[src/rtl/mcl_pkg.sv]
// Package with the shared constants and widths of the mip chain layout generator.
`timescale 1ns / 1ps

package mcl_pkg;

  localparam int unsigned CFG_IDX_W  = 3;
  localparam int unsigned CFG_DATA_W = 44;

  localparam logic [CFG_IDX_W-1:0] CFG_BLOCK_MODE     = 3'd0;
  localparam logic [CFG_IDX_W-1:0] CFG_BITS_PER_PIXEL = 3'd1;
  localparam logic [CFG_IDX_W-1:0] CFG_BASE_WIDTH     = 3'd2;
  localparam logic [CFG_IDX_W-1:0] CFG_BASE_HEIGHT    = 3'd3;
  localparam logic [CFG_IDX_W-1:0] CFG_BASE_DEPTH     = 3'd4;
  localparam logic [CFG_IDX_W-1:0] CFG_LEVEL_COUNT    = 3'd5;
  localparam logic [CFG_IDX_W-1:0] CFG_SLICE_COUNT    = 3'd6;
  localparam logic [CFG_IDX_W-1:0] CFG_TOTAL_BYTES    = 3'd7;

  localparam logic [1:0] MODE_LINEAR   = 2'd0;
  localparam logic [1:0] MODE_BLOCK_8  = 2'd1;

  localparam int unsigned DIM_W    = 15;
  localparam int unsigned DEPTH_W  = 12;
  localparam int unsigned MIP_W    = 4;
  localparam int unsigned SLICE_W  = 11;
  localparam int unsigned COUNT_W  = 12;
  localparam int unsigned BPP_W    = 8;
  localparam int unsigned TOTAL_W  = 44;
  localparam int unsigned ROW_W    = 20;
  localparam int unsigned BYTES_W  = 35;
  localparam int unsigned ADD_W    = 47;
  localparam int unsigned PITCH_W  = 19;
  localparam int unsigned LEVEL_W  = 33;

  localparam int unsigned MUL_A_W  = 35;
  localparam int unsigned MUL_B_W  = 15;
  localparam int unsigned PROD_W   = MUL_A_W + MUL_B_W;

  localparam logic [COUNT_W-1:0] MAX_SLICES = 12'd2048;

endpackage

[src/rtl/mip_chain_layout_generator.sv]
// Top level of the mip chain layout generator: walk state, sequencer and output register.
`timescale 1ns / 1ps

// Usage:
// Each beat on the input channel (in_valid, in_stall, in_restart) produces one
// beat on the output channel with the layout of the next subresource of the
// texture, walking slice by slice and mip by mip. in_restart set starts again
// at slice 0, mip 0, offset 0. After the beat marked last the walk restarts.
// Registers are written on the cfg channel (cfg_ready is always high); the user
// must write them only while the block is idle, which the block does not enforce.
// cfg_index selects the register. Each beat takes three passes through one
// shared registered multiplier (row bytes, bytes per depth slice, bytes times
// depth) and an add and compare step, in ST_ROW, ST_BYTES, ST_ADD and ST_END.
// in_stall is high while a beat is in work.
// The result sits in an output register; if the receiver holds out_stall,
// the next beat is still accepted and waits in its final cycle until the
// output register frees. Synchronous reset restores register defaults,
// clears the walk position and drops out_valid.
module mip_chain_layout_generator import mcl_pkg::*; #(
  parameter int unsigned OFFSET_BITS = 44
) (
  input  logic                   clk,
  input  logic                   rst_n,
  input  logic                   cfg_valid,
  output logic                   cfg_ready,
  input  logic [CFG_IDX_W-1:0]   cfg_index,
  input  logic [CFG_DATA_W-1:0]  cfg_data,
  input  logic                   in_valid,
  output logic                   in_stall,
  input  logic                   in_restart,
  output logic                   out_valid,
  input  logic                   out_stall,
  output logic [SLICE_W-1:0]     out_slice_index,
  output logic [MIP_W-1:0]       out_mip_index,
  output logic [OFFSET_BITS-1:0] out_start_offset,
  output logic [LEVEL_W-1:0]     out_level_bytes,
  output logic [PITCH_W-1:0]     out_row_pitch,
  output logic [LEVEL_W-1:0]     out_depth_pitch,
  output logic                   out_overflow,
  output logic                   out_last
);

  localparam int unsigned END_W = ((OFFSET_BITS > ADD_W) ? OFFSET_BITS : ADD_W) + 1;

  typedef enum logic [2:0] {
    ST_IDLE,
    ST_ROW,
    ST_BYTES,
    ST_ADD,
    ST_END
  } state_t;

  state_t state_r;

  logic [1:0]             block_mode_r;
  logic [BPP_W-1:0]       bits_per_pixel_r;
  logic [DIM_W-1:0]       base_width_r;
  logic [DIM_W-1:0]       base_height_r;
  logic [DEPTH_W-1:0]     base_depth_r;
  logic [MIP_W-1:0]       level_count_r;
  logic [COUNT_W-1:0]     slice_count_r;
  logic [TOTAL_W-1:0]     total_bytes_r;

  logic [DIM_W-1:0]       cur_width_r;
  logic [DIM_W-1:0]       cur_height_r;
  logic [DEPTH_W-1:0]     cur_depth_r;
  logic [MIP_W-1:0]       cur_mip_r;
  logic [SLICE_W-1:0]     cur_slice_r;
  logic [OFFSET_BITS-1:0] running_offset_r;

  logic [ROW_W-1:0]       row_r;
  logic [BYTES_W-1:0]     bytes_r;

  logic [MUL_A_W-1:0]     op_a;
  logic [MUL_B_W-1:0]     op_b;
  logic [PROD_W-1:0]      prod_r;

  logic                   linear;
  logic [DIM_W-2:0]       blocks_w;
  logic [DIM_W-2:0]       blocks_h;
  logic [DIM_W-1:0]       rows;
  logic [23:0]            lin_sum;
  logic [ROW_W-1:0]       row_calc;
  logic [END_W-1:0]       end_sum;
  logic                   over;
  logic [MIP_W-1:0]       levels;
  logic [COUNT_W-1:0]     slices;
  logic                   mip_final;
  logic                   is_last;
  logic                   in_beat;
  logic                   out_free;
  logic [DIM_W-1:0]       half_w;
  logic [DIM_W-1:0]       half_h;
  logic [DEPTH_W-1:0]     half_d;
  logic [DIM_W:0]         w_round;
  logic [DIM_W:0]         h_round;

  assign cfg_ready = 1'b1;
  assign in_stall  = (state_r != ST_IDLE);
  assign in_beat   = in_valid && !in_stall;
  assign out_free  = !out_valid || !out_stall;

  assign linear   = (block_mode_r == MODE_LINEAR);
  assign w_round  = {1'b0, cur_width_r} + (DIM_W + 1)'(3);
  assign h_round  = {1'b0, cur_height_r} + (DIM_W + 1)'(3);
  assign blocks_w = w_round[DIM_W:2];
  assign blocks_h = h_round[DIM_W:2];
  assign rows     = linear ? cur_height_r : {1'b0, blocks_h};
  assign lin_sum  = {1'b0, prod_r[22:0]} + 24'd7;
  assign row_calc = linear ? lin_sum[22:3] : prod_r[ROW_W-1:0];

  always_comb begin
    op_a = '0;
    op_b = '0;
    case (state_r)
      ST_ROW: begin
        if (linear) begin
          op_a = MUL_A_W'(cur_width_r);
          op_b = MUL_B_W'(bits_per_pixel_r);
        end else begin
          op_a = MUL_A_W'(blocks_w);
          op_b = (block_mode_r == MODE_BLOCK_8) ? MUL_B_W'(8) : MUL_B_W'(16);
        end
      end
      ST_BYTES: begin
        op_a = MUL_A_W'(row_calc);
        op_b = rows;
      end
      ST_ADD: begin
        op_a = prod_r[BYTES_W-1:0];
        op_b = MUL_B_W'(cur_depth_r);
      end
      ST_END: begin
        // The product is recomputed so that it holds while the result waits.
        op_a = bytes_r;
        op_b = MUL_B_W'(cur_depth_r);
      end
      default: begin
        op_a = '0;
        op_b = '0;
      end
    endcase
  end

  mcl_mul u_mul (
    .clk    (clk),
    .op_a   (op_a),
    .op_b   (op_b),
    .prod_r (prod_r)
  );

  assign end_sum = END_W'(running_offset_r) + END_W'(prod_r[ADD_W-1:0]);
  assign over    = (|end_sum[END_W-1:OFFSET_BITS]) || (end_sum > END_W'(total_bytes_r));

  assign levels    = (level_count_r == '0) ? MIP_W'(1) : level_count_r;
  assign slices    = (slice_count_r == '0) ? COUNT_W'(1) :
                     (slice_count_r > MAX_SLICES) ? MAX_SLICES : slice_count_r;
  assign mip_final = ({1'b0, cur_mip_r} + (MIP_W + 1)'(1)) >= {1'b0, levels};
  assign is_last   = mip_final &&
                     ((COUNT_W'(cur_slice_r) + COUNT_W'(1)) >= slices);

  assign half_w = (cur_width_r[DIM_W-1:1] == '0) ? DIM_W'(1) : {1'b0, cur_width_r[DIM_W-1:1]};
  assign half_h = (cur_height_r[DIM_W-1:1] == '0) ? DIM_W'(1) :
                  {1'b0, cur_height_r[DIM_W-1:1]};
  assign half_d = (cur_depth_r[DEPTH_W-1:1] == '0) ? DEPTH_W'(1) :
                  {1'b0, cur_depth_r[DEPTH_W-1:1]};

  always_ff @(posedge clk) begin
    if (!rst_n) begin
      block_mode_r     <= MODE_LINEAR;
      bits_per_pixel_r <= BPP_W'(32);
      base_width_r     <= DIM_W'(1);
      base_height_r    <= DIM_W'(1);
      base_depth_r     <= DEPTH_W'(1);
      level_count_r    <= MIP_W'(1);
      slice_count_r    <= COUNT_W'(1);
      total_bytes_r    <= '0;
    end else if (cfg_valid && cfg_ready) begin
      case (cfg_index)
        CFG_BLOCK_MODE:     block_mode_r     <= cfg_data[1:0];
        CFG_BITS_PER_PIXEL: bits_per_pixel_r <= cfg_data[BPP_W-1:0];
        CFG_BASE_WIDTH:     base_width_r     <= cfg_data[DIM_W-1:0];
        CFG_BASE_HEIGHT:    base_height_r    <= cfg_data[DIM_W-1:0];
        CFG_BASE_DEPTH:     base_depth_r     <= cfg_data[DEPTH_W-1:0];
        CFG_LEVEL_COUNT:    level_count_r    <= cfg_data[MIP_W-1:0];
        CFG_SLICE_COUNT:    slice_count_r    <= cfg_data[COUNT_W-1:0];
        CFG_TOTAL_BYTES:    total_bytes_r    <= cfg_data[TOTAL_W-1:0];
        default: begin
        end
      endcase
    end
  end

  always_ff @(posedge clk) begin
    if (!rst_n) begin
      state_r          <= ST_IDLE;
      out_valid        <= 1'b0;
      cur_width_r      <= '0;
      cur_height_r     <= '0;
      cur_depth_r      <= '0;
      cur_mip_r        <= '0;
      cur_slice_r      <= '0;
      running_offset_r <= '0;
    end else begin
      if (out_valid && !out_stall && state_r != ST_END) begin
        out_valid <= 1'b0;
      end
      case (state_r)
        ST_IDLE: begin
          if (in_beat) begin
            if (in_restart) begin
              cur_slice_r      <= '0;
              cur_mip_r        <= '0;
              running_offset_r <= '0;
            end
            if (in_restart || cur_mip_r == '0) begin
              cur_width_r  <= base_width_r;
              cur_height_r <= base_height_r;
              cur_depth_r  <= base_depth_r;
            end
            state_r <= ST_ROW;
          end
        end
        ST_ROW: begin
          state_r <= ST_BYTES;
        end
        ST_BYTES: begin
          row_r   <= row_calc;
          state_r <= ST_ADD;
        end
        ST_ADD: begin
          bytes_r <= prod_r[BYTES_W-1:0];
          state_r <= ST_END;
        end
        ST_END: begin
          if (out_free) begin
            out_valid        <= 1'b1;
            out_slice_index  <= cur_slice_r;
            out_mip_index    <= cur_mip_r;
            out_start_offset <= running_offset_r;
            out_level_bytes  <= bytes_r[LEVEL_W-1:0];
            out_row_pitch    <= row_r[PITCH_W-1:0];
            out_depth_pitch  <= bytes_r[LEVEL_W-1:0];
            out_overflow     <= over;
            out_last         <= is_last;
            if (is_last) begin
              cur_slice_r      <= '0;
              cur_mip_r        <= '0;
              running_offset_r <= '0;
            end else begin
              running_offset_r <= end_sum[OFFSET_BITS-1:0];
              if (mip_final) begin
                cur_mip_r   <= '0;
                cur_slice_r <= cur_slice_r + SLICE_W'(1);
              end else begin
                cur_mip_r    <= cur_mip_r + MIP_W'(1);
                cur_width_r  <= half_w;
                cur_height_r <= half_h;
                cur_depth_r  <= half_d;
              end
            end
            state_r <= ST_IDLE;
          end
        end
        default: begin
          state_r <= ST_IDLE;
        end
      endcase
    end
  end

`ifndef SYNTH
  a_busy_after_beat: assert property (@(posedge clk) disable iff (!rst_n)
    in_beat |=> in_stall)
    else $error("Block did not hold off input after accepting a beat.");

  a_mip_in_range: assert property (@(posedge clk) disable iff (!rst_n)
    out_valid |-> (out_mip_index != 4'hF))
    else $error("Mip index left the legal range.");

  a_pitch_matches: assert property (@(posedge clk) disable iff (!rst_n)
    out_valid |-> (out_depth_pitch == out_level_bytes))
    else $error("Depth pitch and level bytes disagree.");

  a_last_rewinds: assert property (@(posedge clk) disable iff (!rst_n)
    (state_r == ST_END && out_free && is_last) |=>
      (cur_mip_r == '0 && cur_slice_r == '0 && running_offset_r == '0))
    else $error("Walk position not cleared after the final subresource.");
`endif

endmodule

[src/rtl/mcl_mul.sv]
// Shared registered multiplier used for every product of the layout computation.
`timescale 1ns / 1ps

module mcl_mul import mcl_pkg::*; (
  input  logic               clk,
  input  logic [MUL_A_W-1:0] op_a,
  input  logic [MUL_B_W-1:0] op_b,
  output logic [PROD_W-1:0]  prod_r
);

  always_ff @(posedge clk) begin
    prod_r <= PROD_W'(op_a) * PROD_W'(op_b);
  end

endmodule

[config.mk]
export PLATFORM = sky130hd
export DESIGN_NAME = mip_chain_layout_generator
export DESIGN_NICKNAME = d
export VERILOG_FILES = /design/src/rtl/mcl_pkg.sv /design/src/rtl/mip_chain_layout_generator.sv /design/src/rtl/mcl_mul.sv
export SDC_FILE = /design/constraint.sdc
export NUM_CORES = 2
export LEC_CHECK = 0
export BUFFER_PORTS_ARGS = -buffer_cell sky130_fd_sc_hd__buf_4
export CAP_MARGIN = 10
export CORE_MARGIN = 2
export CORE_UTILIZATION = 42
export DETAILED_ROUTE_END_ITERATION = 10
export GPL_ROUTABILITY_DRIVEN = 0
export GPL_TIMING_DRIVEN = 0
export SLEW_MARGIN = 20
export SYNTH_ARGS = -nofsm -noshare
export SYNTH_HDL_FRONTEND = slang
export SYNTH_SLANG_ARGS = --single-unit
[constraint.sdc]
create_clock -name clk -period 13.2 [get_ports clk]
set_input_delay 0.66 -clock clk [delete_from_list [all_inputs] [get_ports clk]]
set_output_delay 0.66 -clock clk [all_outputs]
set_load 0.05 [all_outputs]
==> run summary <==
Root Driver - clkbuf_16
# setup viols final - 0
CP startpoint kind - register
Nets - 4903
depth of the CTS H-tree - 2
RR Startpoint - state_r[2]
row cnt - 107
Mapped Cells - 3935
critical-path maximum fanout - 10
Hold WC Path Type - input port to register
fin crit share - 81.2%
multiplexer share of the synthesized area - 0.387%
Compound-Gate Fraction of Synth Area - 14.2%
layout cells sized above 1 - 8.02%
setup TNS - 0 ps
global-route wire length before repair - 178000 um
Lkg Pwr - 17.6 nW
CTS tree - yes
max_slew headroom - 26.7%
post-synth top area share - 23.5%
drt first-iter violations - 2675
EDFF count, synth - 167
maximum clock frequency - 93.3 MHz
Post-CTS Hold Buffers - 0
YS warnings - 0
vias in the first global route - 29519
DIE HEIGHT - 298 um
crit path DAT - 11190 ps
hold violation total from the final report - 0
Total Wirelength - 116000 um
CORE AREA - 85400 um^2
initial core utilization - 42.4%
CP max-delay cell - clkbuf_1
post-synth top area cell - fa_1
Post-synth top flop - dfxtp_1
Distinct cells, synth - 79
critical path's top delay family - adder cells
minimum clock period - 10720 ps
Synth Area in Adders - 30.6%
Setup CP Type - register to register
PD cells - 84.6 nW/um^2
die width - 298 um
Core Util, Final - 47.8%
initial antenna violation count - 1
worst-margin pin slew - 1090 ps
CP max stage delay - 600 ps
Post-synth ARST share - 0%
xor and xnor fraction of the mapped netlist area - 2.97%
CTS sink cnt - 431
Layout Skew - 39.5 ps
Pwr Total - 3.46 mW
worst-case clock buffer depth - 3
DP Wirelength - 93800 um
Die Footprint - 88700 um^2
Via density - 5.50
worst skew pair latency - 600 ps
Hold Crit Start - cfg_data[26]
All-Layer GR Usage - 26.0%
Clk pin slew, worst setup/hold paths - 60 ps
cell area after synthesis - 36300 um^2
io pins - 202
Avg WL per Cell - 21.5 um
DRC Markers - 0
Worst setup startpoint - state_r[2]
Detail Route Antenna Nets - 0
fin. max-slew vios - 0
status - complete, no violations
largest net degree at the start of global routing - 53
Area Overhead vs Synth - 12.7%
CP required - 13670 ps
sequential area share after synthesis - 28.4%
Synth area leaders - fa_1 24%, dfxtp_1 15%, edfxtp_1 14%
Buf+Inv Stages, Crit Path - 9
syn_area_per_cell - 9.21 um^2
Filler Cells Inserted - 8448
crit end category - register
max-capacitance violation count - 0
DR pass1 iterations - 8
Max VDD drop - 87.4 uV
synthesis-stage register bit count - 431
simple-gate share of the synthesized area - 15.7%
cts bufs inserted - 44
setup bufs post-CTS - 0
Port Buffer Count - 196
GRT overflow - 0
largest family of logic cells by synthesized area - adder cells
routed vias - 29701
RSZ-0062 raised after global routing - no
Post-CTS Resized - 0
## worst paths after layout
check / cells after the start / slack [ps] / end
worst max register to register: 30 / 2480 / u_mul.prod_r[46]
worst min register to register: 0 / 420 / out_row_pitch[13]
worst max-delay path: 30 / 2480 / u_mul.prod_r[46]
worst min-delay path: 3 / 340 / total_bytes_r[26]
## layer usage
metal	wire length (um)	up-vias	track usage, %
met2	53400	1182	42.2
met3	8390	198	3.55
met1	50500	14810	36.5
li1	-	13511	-
met4	3460	0	7.44
met5	0	-	0
## sequential cells by signal, indices dropped and copies added, names as in the netlist, 15 cells and up
signal,count
base_width_r,15
bytes_r,35
total_bytes_r,44
base_height_r,15
row_r,19
cur_width_r,15
out_start_offset,44
cur_height_r,15
u_mul.prod_r,47
running_offset_r,44
out_row_pitch,19
out_depth_pitch,33
## where the power goes
group	total (mW)	switching (mW)	internal (mW)
clock	1.26	0.555	0.705
sequential	1.48	0.0550	1.43
combinational	0.712	0.463	0.250
total	3.46	1.07	2.38
## Yosys cell counts (6+ instances only)
cell type and n:
nand2_1 683, inv_1 480, fa_1 426, nor2_1 272, dfxtp_1 264, ha_1 204, clkbuf_1 179, edfxtp_1 167
a21oi_1 130, a21boi_0 108, nand3_1 97, o21ai_0 85, nor2b_1 75, xnor2_1 73, a21o_1 57, a22oi_1 55
xor2_1 50, buf_4 36, a22o_1 34, a31oi_1 31, and2_1 31, o211a_1 31, nand4_1 29, and3_1 24
nor3_1 23, o211ai_1 22, o21a_1 20, o21bai_1 17, or3_1 17, a222oi_1 16, mux2i_1 14, nand2b_1 14
buf_1 13, a211oi_1 12, a221oi_1 12, nor4_1 11, o31ai_1 10, or2_2 10, a221o_1 6, nor3b_1 6
## tightest hold or removal path: cells and delay by family
kind	cells	cell delay (ps)
and+or+nand+nor	1	50
buffers and inverters	1	110
AOI/OAI and AO/OA	1	60
## stage by stage
step / hold WS [ps] / std cells / setup WS, ps / area (um^2)
2_1_floorplan: 400 / 3973 / 5350 / 36400
3_3_place_gp: 403 / 5313 / 2600 / 39300
3_5_place_dp: 405 / 5318 / 2840 / 39400
4_1_cts: 322 / 5394 / 2720 / 40800
5_1_grt: 340 / 5394 / 1940 / 40900
6_report: 345 / 5397 / 2480 / 40900
## final cells by class
type | instances | area, um^2 | area share [%]
Clock inverter | 15 | 174 | 0.426
Clock buffer | 61 | 1250 | 3.06
Timing Repair Buffer | 201 | 1560 | 3.82
Tap cell | 1144 | 1430 | 3.50
Multi-Input combinational cell | 2829 | 23300 | 57.1
Antenna cell | 3 | 7.51 | 0.0184
Inverter | 480 | 1800 | 4.41
Buffer | 233 | 1020 | 2.50
Sequential cell | 431 | 10300 | 25.2
## cells in the final DEF, fill, tap and decap left out, drive strengths merged, types with 97 or more instances in the layout
cell and n:
a21oi 131, nor2 272, dfxtp 264, fa 426, nand3 97, ha 204
inv 480, clkbuf 240, nand2 683, buf 255, edfxtp 167, a21boi 108
## cells by family (layout without fill, tap and decap cells)
logic type | count (synthesis) | count (layout)
and+or+nand+nor | 1308 | 1308
AOI/OAI and AO/OA | 714 | 714
buffers and inverters | 713 | 990
adders and majority gates | 630 | 630
DFF | 431 | 431
xor gates and xnor gates | 123 | 123
muxes | 14 | 14
other | 2 | 43
No activity file was read; power rests on OpenSTA's default activity.
